### src/rtl/core/wildcard_word_pattern_scanner_assert.svh
// Assertion macros for the pattern scanner.
`ifndef WILDCARD_WORD_PATTERN_SCANNER_ASSERT_SVH
`define WILDCARD_WORD_PATTERN_SCANNER_ASSERT_SVH

// Same-cycle implication.
`define WWPS_ASSERT_NOW(label, clk, rst, ante, cons, msg) \
   label: assert property (@(posedge clk) disable iff (rst) (ante) |-> (cons)) \
      else $error(msg);

// Next-cycle implication.
`define WWPS_ASSERT_NEXT(label, clk, rst, ante, cons, msg) \
   label: assert property (@(posedge clk) disable iff (rst) (ante) |=> (cons)) \
      else $error(msg);

`endif

### src/rtl/core/wwps_pkg.sv
package wwps_pkg;

   localparam int PATTERN_MAX = 64;
   localparam int INDEX_BITS  = 24;
   localparam int LEN_BITS    = 7;
   localparam int SLOT_BITS   = 6;
   localparam int WORD_BITS   = 32;
   localparam int ADDR_PAD    = WORD_BITS - INDEX_BITS - 2;

   localparam logic [WORD_BITS-1:0]  WILDCARD_MAX = 32'h0000_0010;
   localparam logic [WORD_BITS-1:0]  BASE_RESET   = 32'h8000_0000;
   localparam logic [LEN_BITS-1:0]   LEN_RESET    = 7'd1;
   localparam logic [INDEX_BITS-1:0] INDEX_LIMIT  = {INDEX_BITS{1'b1}};

   // Register select, taken from paddr[2]
   localparam logic REG_PATTERN_LENGTH = 1'b0;
   localparam logic REG_BASE_ADDRESS   = 1'b1;

   // Request kinds carried on tuser
   localparam logic MODE_LOAD = 1'b0;
   localparam logic MODE_SCAN = 1'b1;

   typedef struct packed {
      logic load_en;
      logic shift_en;
      logic clear;
   } cell_ctrl_type;

endpackage

### src/rtl/core/wwps_cell.sv
module wwps_cell
   import wwps_pkg::*;
(
   input  logic                 clock,
   input  logic                 reset,
   input  cell_ctrl_type        ctrl,
   input  logic                 load_sel,
   input  logic                 active,
   input  logic [WORD_BITS-1:0] word,
   input  logic                 prev_match,
   output logic                 match_bit,
   output logic                 partial
);

   logic [WORD_BITS-1:0] pat_ff, pat_in;
   logic                 wild_ff, wild_in;
   logic                 pm_ff, pm_in;

   // Pattern word and its wildcard flag are decided at load time
   always_comb begin
      pat_in  = pat_ff;
      wild_in = wild_ff;
      if (ctrl.load_en && load_sel) begin
         pat_in  = word;
         wild_in = (word <= WILDCARD_MAX);
      end
   end

   assign match_bit = prev_match && active && (wild_ff || (pat_ff == word));

   always_comb begin
      pm_in = pm_ff;
      if (ctrl.clear) begin
         pm_in = 1'b0;
      end else if (ctrl.shift_en) begin
         pm_in = match_bit;
      end
   end

   always_ff @(posedge clock) begin
      pat_ff  <= pat_in;
      wild_ff <= wild_in;
      if (reset) begin
         pm_ff <= 1'b0;
      end else begin
         pm_ff <= pm_in;
      end
   end

   assign partial = pm_ff;

endmodule

### src/rtl/core/wildcard_word_pattern_scanner.sv
// Response: a scan request that ends a match or a scan shows its response in the cycle after
// acceptance, from the response register. All pattern cells compare the word in parallel.
// Throughput: one request per cycle while the response register is free or draining.
// Reset: scan state, response valid and registers (length 1, base 0x80000000) are cleared;
// the pattern words are not reset and hold garbage until loaded.
`include "wildcard_word_pattern_scanner_assert.svh"

module wildcard_word_pattern_scanner
   import wwps_pkg::*;
(
   input  logic        clock,
   input  logic        reset,
   // slave side
   input  logic        req_tvalid,
   output logic        req_tready,
   input  logic [39:0] req_tdata,   // [5:0] pattern_slot, [37:6] data_word, [39:38] zero
   input  logic        req_tuser,   // [0] mode
   input  logic        req_tlast,
   // master side
   output logic        rsp_tvalid,
   input  logic        rsp_tready,
   output logic [55:0] rsp_tdata,   // [23:0] match_index, [55:24] match_address
   output logic        rsp_tuser,   // [0] found
   // configuration
   input  logic        csr_psel,
   input  logic        csr_penable,
   input  logic        csr_pwrite,
   input  logic [2:0]  csr_paddr,
   input  logic [31:0] csr_pwdata,
   output logic [31:0] csr_prdata,
   output logic        csr_pready
);

   logic [LEN_BITS-1:0]   len_ff, len_in;
   logic [WORD_BITS-1:0]  base_ff, base_in;
   logic [INDEX_BITS-1:0] seen_ff, seen_in;
   logic                  reported_ff, reported_in;
   logic                  rsp_valid_ff, rsp_valid_in;
   logic                  rsp_found_ff, rsp_found_in;
   logic [INDEX_BITS-1:0] rsp_index_ff, rsp_index_in;
   logic [WORD_BITS-1:0]  rsp_addr_ff, rsp_addr_in;

   logic                  csr_wr;
   logic                  accept, scan_acc, at_limit, hit, emit_found, emit;
   logic [SLOT_BITS-1:0]  slot;
   logic [WORD_BITS-1:0]  word;
   logic [LEN_BITS-1:0]   n_len;
   logic [INDEX_BITS-1:0] start;
   cell_ctrl_type         ctrl;
   logic [PATTERN_MAX-1:0] match_bits, pm_vec, tail_sel;

   assign slot = req_tdata[SLOT_BITS-1:0];
   assign word = req_tdata[SLOT_BITS+WORD_BITS-1:SLOT_BITS];

   // Configuration port
   assign csr_pready = 1'b1;
   assign csr_wr     = csr_psel && csr_penable && csr_pwrite && csr_pready;

   always_comb begin
      len_in  = len_ff;
      base_in = base_ff;
      if (csr_wr) begin
         unique case (csr_paddr[2])
            REG_PATTERN_LENGTH: len_in  = csr_pwdata[LEN_BITS-1:0];
            REG_BASE_ADDRESS:   base_in = csr_pwdata;
            default:            len_in  = len_ff;
         endcase
      end
   end

   always_comb begin
      unique case (csr_paddr[2])
         REG_PATTERN_LENGTH: csr_prdata = {{(32-LEN_BITS){1'b0}}, len_ff};
         REG_BASE_ADDRESS:   csr_prdata = base_ff;
         default:            csr_prdata = '0;
      endcase
   end

   // Clamp length to 1..PATTERN_MAX
   always_comb begin
      if (len_ff == '0) begin
         n_len = LEN_BITS'(1);
      end else if (len_ff > LEN_BITS'(PATTERN_MAX)) begin
         n_len = LEN_BITS'(PATTERN_MAX);
      end else begin
         n_len = len_ff;
      end
   end

   // Handshake: accept while the response register is free or draining
   assign req_tready = !rsp_valid_ff || rsp_tready;
   assign accept     = req_tvalid && req_tready;
   assign scan_acc   = accept && (req_tuser == MODE_SCAN);
   assign at_limit   = (seen_ff == INDEX_LIMIT);

   assign ctrl.load_en  = accept && (req_tuser == MODE_LOAD);
   assign ctrl.shift_en = scan_acc && !at_limit && !req_tlast;
   assign ctrl.clear    = scan_acc && (at_limit || req_tlast);

   // Cell chain
   for (genvar i = 0; i < PATTERN_MAX; i++) begin : g_cell
      logic prev;
      if (i == 0) begin : g_head
         assign prev = 1'b1;
      end else begin : g_link
         assign prev = pm_vec[i-1];
      end
      assign tail_sel[i] = (n_len == LEN_BITS'(i + 1));

      wwps_cell u_cell (
         .clock      (clock),
         .reset      (reset),
         .ctrl       (ctrl),
         .load_sel   (slot == SLOT_BITS'(i)),
         .active     (LEN_BITS'(i) < n_len),
         .word       (word),
         .prev_match (prev),
         .match_bit  (match_bits[i]),
         .partial    (pm_vec[i])
      );
   end

   assign hit        = |(match_bits & tail_sel);
   assign emit_found = scan_acc && !at_limit && hit && !reported_ff;
   assign emit       = emit_found || (scan_acc && req_tlast && !reported_ff);
   assign start      = seen_ff - INDEX_BITS'(n_len - LEN_BITS'(1));

   always_comb begin
      seen_in     = seen_ff;
      reported_in = reported_ff;
      if (scan_acc) begin
         if (req_tlast) begin
            seen_in     = '0;
            reported_in = 1'b0;
         end else begin
            if (!at_limit) begin
               seen_in = seen_ff + INDEX_BITS'(1);
            end
            if (emit_found) begin
               reported_in = 1'b1;
            end
         end
      end
   end

   // Response register
   always_comb begin
      rsp_valid_in = rsp_valid_ff && !rsp_tready;
      rsp_found_in = rsp_found_ff;
      rsp_index_in = rsp_index_ff;
      rsp_addr_in  = rsp_addr_ff;
      if (emit) begin
         rsp_valid_in = 1'b1;
         rsp_found_in = emit_found;
         rsp_index_in = emit_found ? start : '0;
         rsp_addr_in  = emit_found ? (base_ff + {{ADDR_PAD{1'b0}}, start, 2'b00}) : '0;
      end
   end

   always_ff @(posedge clock) begin
      rsp_found_ff <= rsp_found_in;
      rsp_index_ff <= rsp_index_in;
      rsp_addr_ff  <= rsp_addr_in;
      if (reset) begin
         len_ff       <= LEN_RESET;
         base_ff      <= BASE_RESET;
         seen_ff      <= '0;
         reported_ff  <= 1'b0;
         rsp_valid_ff <= 1'b0;
      end else begin
         len_ff       <= len_in;
         base_ff      <= base_in;
         seen_ff      <= seen_in;
         reported_ff  <= reported_in;
         rsp_valid_ff <= rsp_valid_in;
      end
   end

   assign rsp_tvalid = rsp_valid_ff;
   assign rsp_tuser  = rsp_found_ff;
   assign rsp_tdata  = {rsp_addr_ff, rsp_index_ff};

   `WWPS_ASSERT_NEXT(a_found_marks_reported, clock, reset,
      emit_found && !req_tlast, reported_ff, "found without marking the scan reported")
   `WWPS_ASSERT_NEXT(a_last_clears_scan, clock, reset,
      scan_acc && req_tlast, (seen_ff == '0) && (pm_vec == '0) && !reported_ff,
      "scan state not cleared after last word")
   `WWPS_ASSERT_NOW(a_not_found_is_zero, clock, reset,
      rsp_valid_ff && !rsp_found_ff, (rsp_index_ff == '0) && (rsp_addr_ff == '0),
      "not-found response carries nonzero payload")

endmodule
### config.mk
export PLATFORM = sky130hd
export DESIGN_NAME = wildcard_word_pattern_scanner
export DESIGN_NICKNAME = d
export VERILOG_FILES = /design/src/rtl/core/wwps_pkg.sv /design/src/rtl/core/wwps_cell.sv /design/src/rtl/core/wildcard_word_pattern_scanner.sv
export VERILOG_INCLUDE_DIRS = /design/src /design/src/rtl/core
export SDC_FILE = /design/constraint.sdc
export NUM_CORES = 2
export LEC_CHECK = 0
export BUFFER_PORTS_ARGS = -buffer_cell sky130_fd_sc_hd__buf_2
export CORE_MARGIN = 2
export CORE_UTILIZATION = 46
export CTS_CLUSTER_SIZE = 40
export DETAILED_ROUTE_END_ITERATION = 16
export PLACE_DENSITY = 0.63
export SLEW_MARGIN = 30
export SYNTH_ARGS = -nofsm -noshare
export SYNTH_HDL_FRONTEND = slang
export SYNTH_SLANG_ARGS = --single-unit
export TNS_END_PERCENT = 1
### constraint.sdc
create_clock -name clock -period 6.5 [get_ports clock]
set_input_delay 0.65 -clock clock [delete_from_list [all_inputs] [get_ports clock]]
set_output_delay 0.65 -clock clock [all_outputs]
set_load 0.05 [all_outputs]
==> results.txt <==
The post-route DRC violation count came out at 0. The share of total power dissipated in combinational logic is 6.9%. The number of standard-cell rows in the floorplan is 171. Entering global routing, the biggest net connects 71 pins. By area the synthesized netlist is led by sky130_fd_sc_hd__edfxtp_1, sky130_fd_sc_hd__xnor2_1, sky130_fd_sc_hd__xor2_1, sky130_fd_sc_hd__nand4_1, sky130_fd_sc_hd__dfxtp_1.

The transition time of the tightest slew-check pin is 1.089 ns. The proportion of register bits with asynchronous set or reset after synthesis is 0%. The clock edge transition at the registers on the reported setup and hold paths is 0.06 ns.

The clock tree buffer depth came out at 3. The finished layout holds 10170 standard cells, fillers aside. For this run, the leading register cell type out of synthesis is sky130_fd_sc_hd__edfxtp_1. The remaining max-slew budget at the tightest pin came out at 27.37%.

Global routing finished with a remaining overflow of 0. The initial DRC count came out at 5444. In this run the static leakage power is 0.03517 uW. After synthesis, the most frequently instantiated cells are sky130_fd_sc_hd__edfxtp_1, sky130_fd_sc_hd__xnor2_1, sky130_fd_sc_hd__xor2_1.

Setup total negative slack on the finished layout was measured at 0 ns. The global-route wire length before repair came out at 392.0 mm. The core footprint is 0.2172 sq mm. After synthesis, the largest area contributor takes up 64.82% of total cell area. The final-report hold violation count is 0. The worst slack at placement is 0.4243 ns. The total power per unit cell area is 280.8 mW/mm^2. For this run, the number of Yosys warnings is 0. The number of distinct library cells after synthesis came out at 86. The effective utilization at floorplan came out at 46.27%. The worst clock skew is 0.06290 ns. In this run, synthesis produced a sequential element count of 2297.

The clock network burns 42.1% of the power. The run finished with clean final reports. The worst hold path belongs to the class in2reg. The total via count after detailed routing came out at 56680. IR analysis of the VDD net gives a maximum drop of 0.0002434 V.

The die boundary height is 471.4 um. The number of levels in the clock H-tree came out at 4. Counting tap cells, the placed design contains a total of 9683 instances. The total number of nets in the final design is 7239. The average wire per standard cell came out at 26.54 um. The sequential group share of total power came out at 51.0%. The most used standard cell by instance count after synthesis is sky130_fd_sc_hd__edfxtp_1.

The CTS tree is built. The net switching fraction of the power is 22.82%. The die covers 0.2222 sq mm. The total routed wirelength is 269.8 mm. The switching power total is 7282 uW. The worst setup path is captured at a flop. The count of flip-flops with a built-in enable after synthesis is 2169. The slack of the critical path came out at 0.5284 ns. The required time of the critical path is 7.10 ns. Global routing consumed, over all layers together, 24.08% of the routing resources.

The number of clock buffers added by TritonCTS is 234. Setup repair after global routing left no endpoint under its margin. The initial antenna violation count is 16. The minimum clock period after layout came out at 5.972 ns. The number of setup buffers added after CTS came out at 0. The max-capacitance violation count came out at 0. The final cycle utilization of the critical path is 91.87%.

In the final layout, the share of cells above drive strength 1 is 12.96%. The source-to-sink clock delay at the later pin of the worst-skew pair came out at 0.89 ns. The biggest fanout along the worst timing path came out at 13. The tree is rooted in a sky130_fd_sc_hd__clkbuf_16. The sum of net half-perimeters after detailed placement is 163.8 mm. The count of filler cells inserted in the layout came out at 17770. The internal portion of total power is 24630 uW. The post-synthesis sequential area ratio is 67.37%. The clock sink count is 2297.

Static timing analysis puts the maximum clock frequency at 167.5 MHz. The sequential cells in the finished layout cover a total of 0.06770 sq mm. The count of input and output buffers is 170. The kind of critical path is reg2reg.

The synthesized area is 0.1005 sq mm. Before antenna repair, the detailed router went through 5 iterations. The average cell area after synthesis is 15.17 sq um.

The horizontal die dimension is 471.4 um. The data arrival time of the worst path came out at 6.57 ns. Summed over all instances, the cell type with the most area after synthesis is sky130_fd_sc_hd__edfxtp_1. The number of instances in the synthesized netlist came out at 6623. Dividing the detail-routed via count by the number of cells gives 5.576.

STA classifies the critical path startpoint as a flop. The top-level I/O count is 176. In this run the remaining antenna-violating nets after routing total 0. The total count of max-transition violations in the final report came out at 0. The final setup violation count is 0.

The number of global-route vias before repair is 55200. The final estimated routing congestion in global placement is 0.9360. In the final layout, the multi-input gates occupy 0.02968 sq mm. The signed area change from the synthesized netlist to the final layout came out at 13.11%.
-- sequential cells by signal, summed over array words and instances, names as in the netlist --
name and cells:
g_cell.u_cell.pat_ff 2048, g_cell.u_cell.wild_ff 64, g_cell.u_cell.partial 63, base_ff 32
rsp_addr_ff 32, rsp_index_ff 24, seen_ff 24, len_ff 7
reported_ff 1, rsp_tuser 1, rsp_tvalid 1
-- worst max-delay path, cell delays in order (launching register included) --
cell and delay, ns:
sky130_fd_sc_hd__dfxtp_1 0.31, sky130_fd_sc_hd__nor4_1 0.37, sky130_fd_sc_hd__a21oi_1 0.14, sky130_fd_sc_hd__nor2_1 0.13, sky130_fd_sc_hd__inv_1 0.09, sky130_fd_sc_hd__ha_1 0.25
sky130_fd_sc_hd__buf_4 0.22, sky130_fd_sc_hd__inv_1 0.12, sky130_fd_sc_hd__nor3_1 0.07, sky130_fd_sc_hd__a21oi_1 0.27, sky130_fd_sc_hd__ha_1 0.35, sky130_fd_sc_hd__a21oi_1 0.24
sky130_fd_sc_hd__nand2_1 0.11, sky130_fd_sc_hd__a21oi_1 0.21, sky130_fd_sc_hd__nor2b_1 0.06, sky130_fd_sc_hd__o21ai_0 0.20, sky130_fd_sc_hd__a221oi_2 0.11, sky130_fd_sc_hd__ha_1 0.35
sky130_fd_sc_hd__o21a_1 0.20, sky130_fd_sc_hd__o211ai_1 0.29, sky130_fd_sc_hd__nor2_1 0.11, sky130_fd_sc_hd__a211oi_1 0.39, sky130_fd_sc_hd__nor3_1 0.12, sky130_fd_sc_hd__a311oi_1 0.37
sky130_fd_sc_hd__a31oi_1 0.23, sky130_fd_sc_hd__nand3_1 0.15, sky130_fd_sc_hd__xor2_1 0.16, sky130_fd_sc_hd__nor3_1 0.07
-- layout make-up --
cell class | instances | area share [%]
Multi-Input combinational cell | 3995 | 26.12
Tap cell | 2854 | 3.142
Clock buffer | 291 | 5.477
Sequential cell | 2297 | 59.56
Antenna cell | 5 | 0.01101
Inverter | 33 | 0.1090
Timing Repair Buffer | 539 | 4.288
Clock inverter | 151 | 1.298
-- final timing paths --
path / start / end / slack (ns) / depth (start not counted)
max: len_ff[4] / rsp_addr_ff[30] / 0.53 / 27
min reg2reg: g_cell[11].u_cell.partial / g_cell[11].u_cell.partial / 0.45 / 2
max reg2reg: len_ff[4] / rsp_addr_ff[30] / 0.53 / 27
min: csr_pwdata[6] / base_ff[6] / 0.08 / 3
-- timing repair --
| action | 4_1_cts | 5_1_grt |
|---|---|---|
| endpoints found under the setup margin | 0 | 5 |
| hold endpoints to repair | 26 | 0 |
| hold buffers | 26 | 0 |
| resized for setup | 0 | 3 |
-- power by group through the flow --
| stage | registers (uW) | logic [uW] | clock network [uW] |
|---|---|---|---|
| after floorplan | 16700 | 1270 | 0 |
| after global placement | 16600 | 2190 | 0 |
| after detailed placement | 16600 | 2210 | 0 |
| after CTS | 16300 | 2230 | 13600 |
| after global routing | 16300 | 2360 | 14200 |
| final | 16300 | 2220 | 13400 |
-- metal layers --
layer,vias to the layer above,track usage [%],share of wire [%]
met5,-,0,0.0048
met4,2,6.215,2.4
met3,316,3.112,6.2
met2,2003,38.06,46
met1,29110,35.23,45
li1,25250,-,-
-- cell usage in the layout, fill, tap and decap left out, types with 23 or more instances in the layout --
cell,count
sky130_fd_sc_hd__clkinv_1,64
sky130_fd_sc_hd__nand2_1,200
sky130_fd_sc_hd__clkbuf_16,238
sky130_fd_sc_hd__o21ai_0,77
sky130_fd_sc_hd__dfxtp_1,127
sky130_fd_sc_hd__nor2_2,53
sky130_fd_sc_hd__nand4_1,429
sky130_fd_sc_hd__xor2_1,485
sky130_fd_sc_hd__a21oi_1,209
sky130_fd_sc_hd__xnor2_1,1609
sky130_fd_sc_hd__clkbuf_8,39
sky130_fd_sc_hd__buf_4,277
sky130_fd_sc_hd__nor2b_1,23
sky130_fd_sc_hd__clkinv_2,45
sky130_fd_sc_hd__dlygate4sd3_1,26
sky130_fd_sc_hd__edfxtp_1,2169
sky130_fd_sc_hd__inv_1,31
sky130_fd_sc_hd__nor3b_1,46
sky130_fd_sc_hd__nor2_1,175
sky130_fd_sc_hd__nor4_1,237
sky130_fd_sc_hd__ha_1,53
sky130_fd_sc_hd__and2_1,31
sky130_fd_sc_hd__nor3_1,76
sky130_fd_sc_hd__buf_2,138
sky130_fd_sc_hd__buf_12,53
sky130_fd_sc_hd__clkbuf_1,46
sky130_fd_sc_hd__nand3_1,37
-- metrics by stage --
stage	hold slack, ns	utilization (%)	total power (uW)	instance area [sq um]
6_report	0.07509	52.34	31920	113700
5_1_grt	0.03285	52.33	32840	113600
4_1_cts	0.003710	52.21	32150	113400
3_5_place_dp	0.4418	48.54	18800	105400
3_3_place_gp	0.4376	48.50	18780	105300
2_1_floorplan	0.4271	-	17960	100500
-- cell families (layout without fill, tap and decap cells) --
logic type / count (synthesis) / in the layout / share of synthesized area, %
flip-flops: 2297 / 2297 / 67.37
XOR/XNOR: 2094 / 2094 / 18.25
AND/OR/NAND/NOR: 1399 / 1399 / 7.628
AO/OA/AOI/OAI: 420 / 420 / 2.500
buffers and inverters: 347 / 1014 / 3.442
adder cells (fa/ha/maj): 55 / 55 / 0.6998
multiplexers: 10 / 10 / 0.1034
other: 1 / 22 / 0.003732
Power figures use the tool's default switching activity.
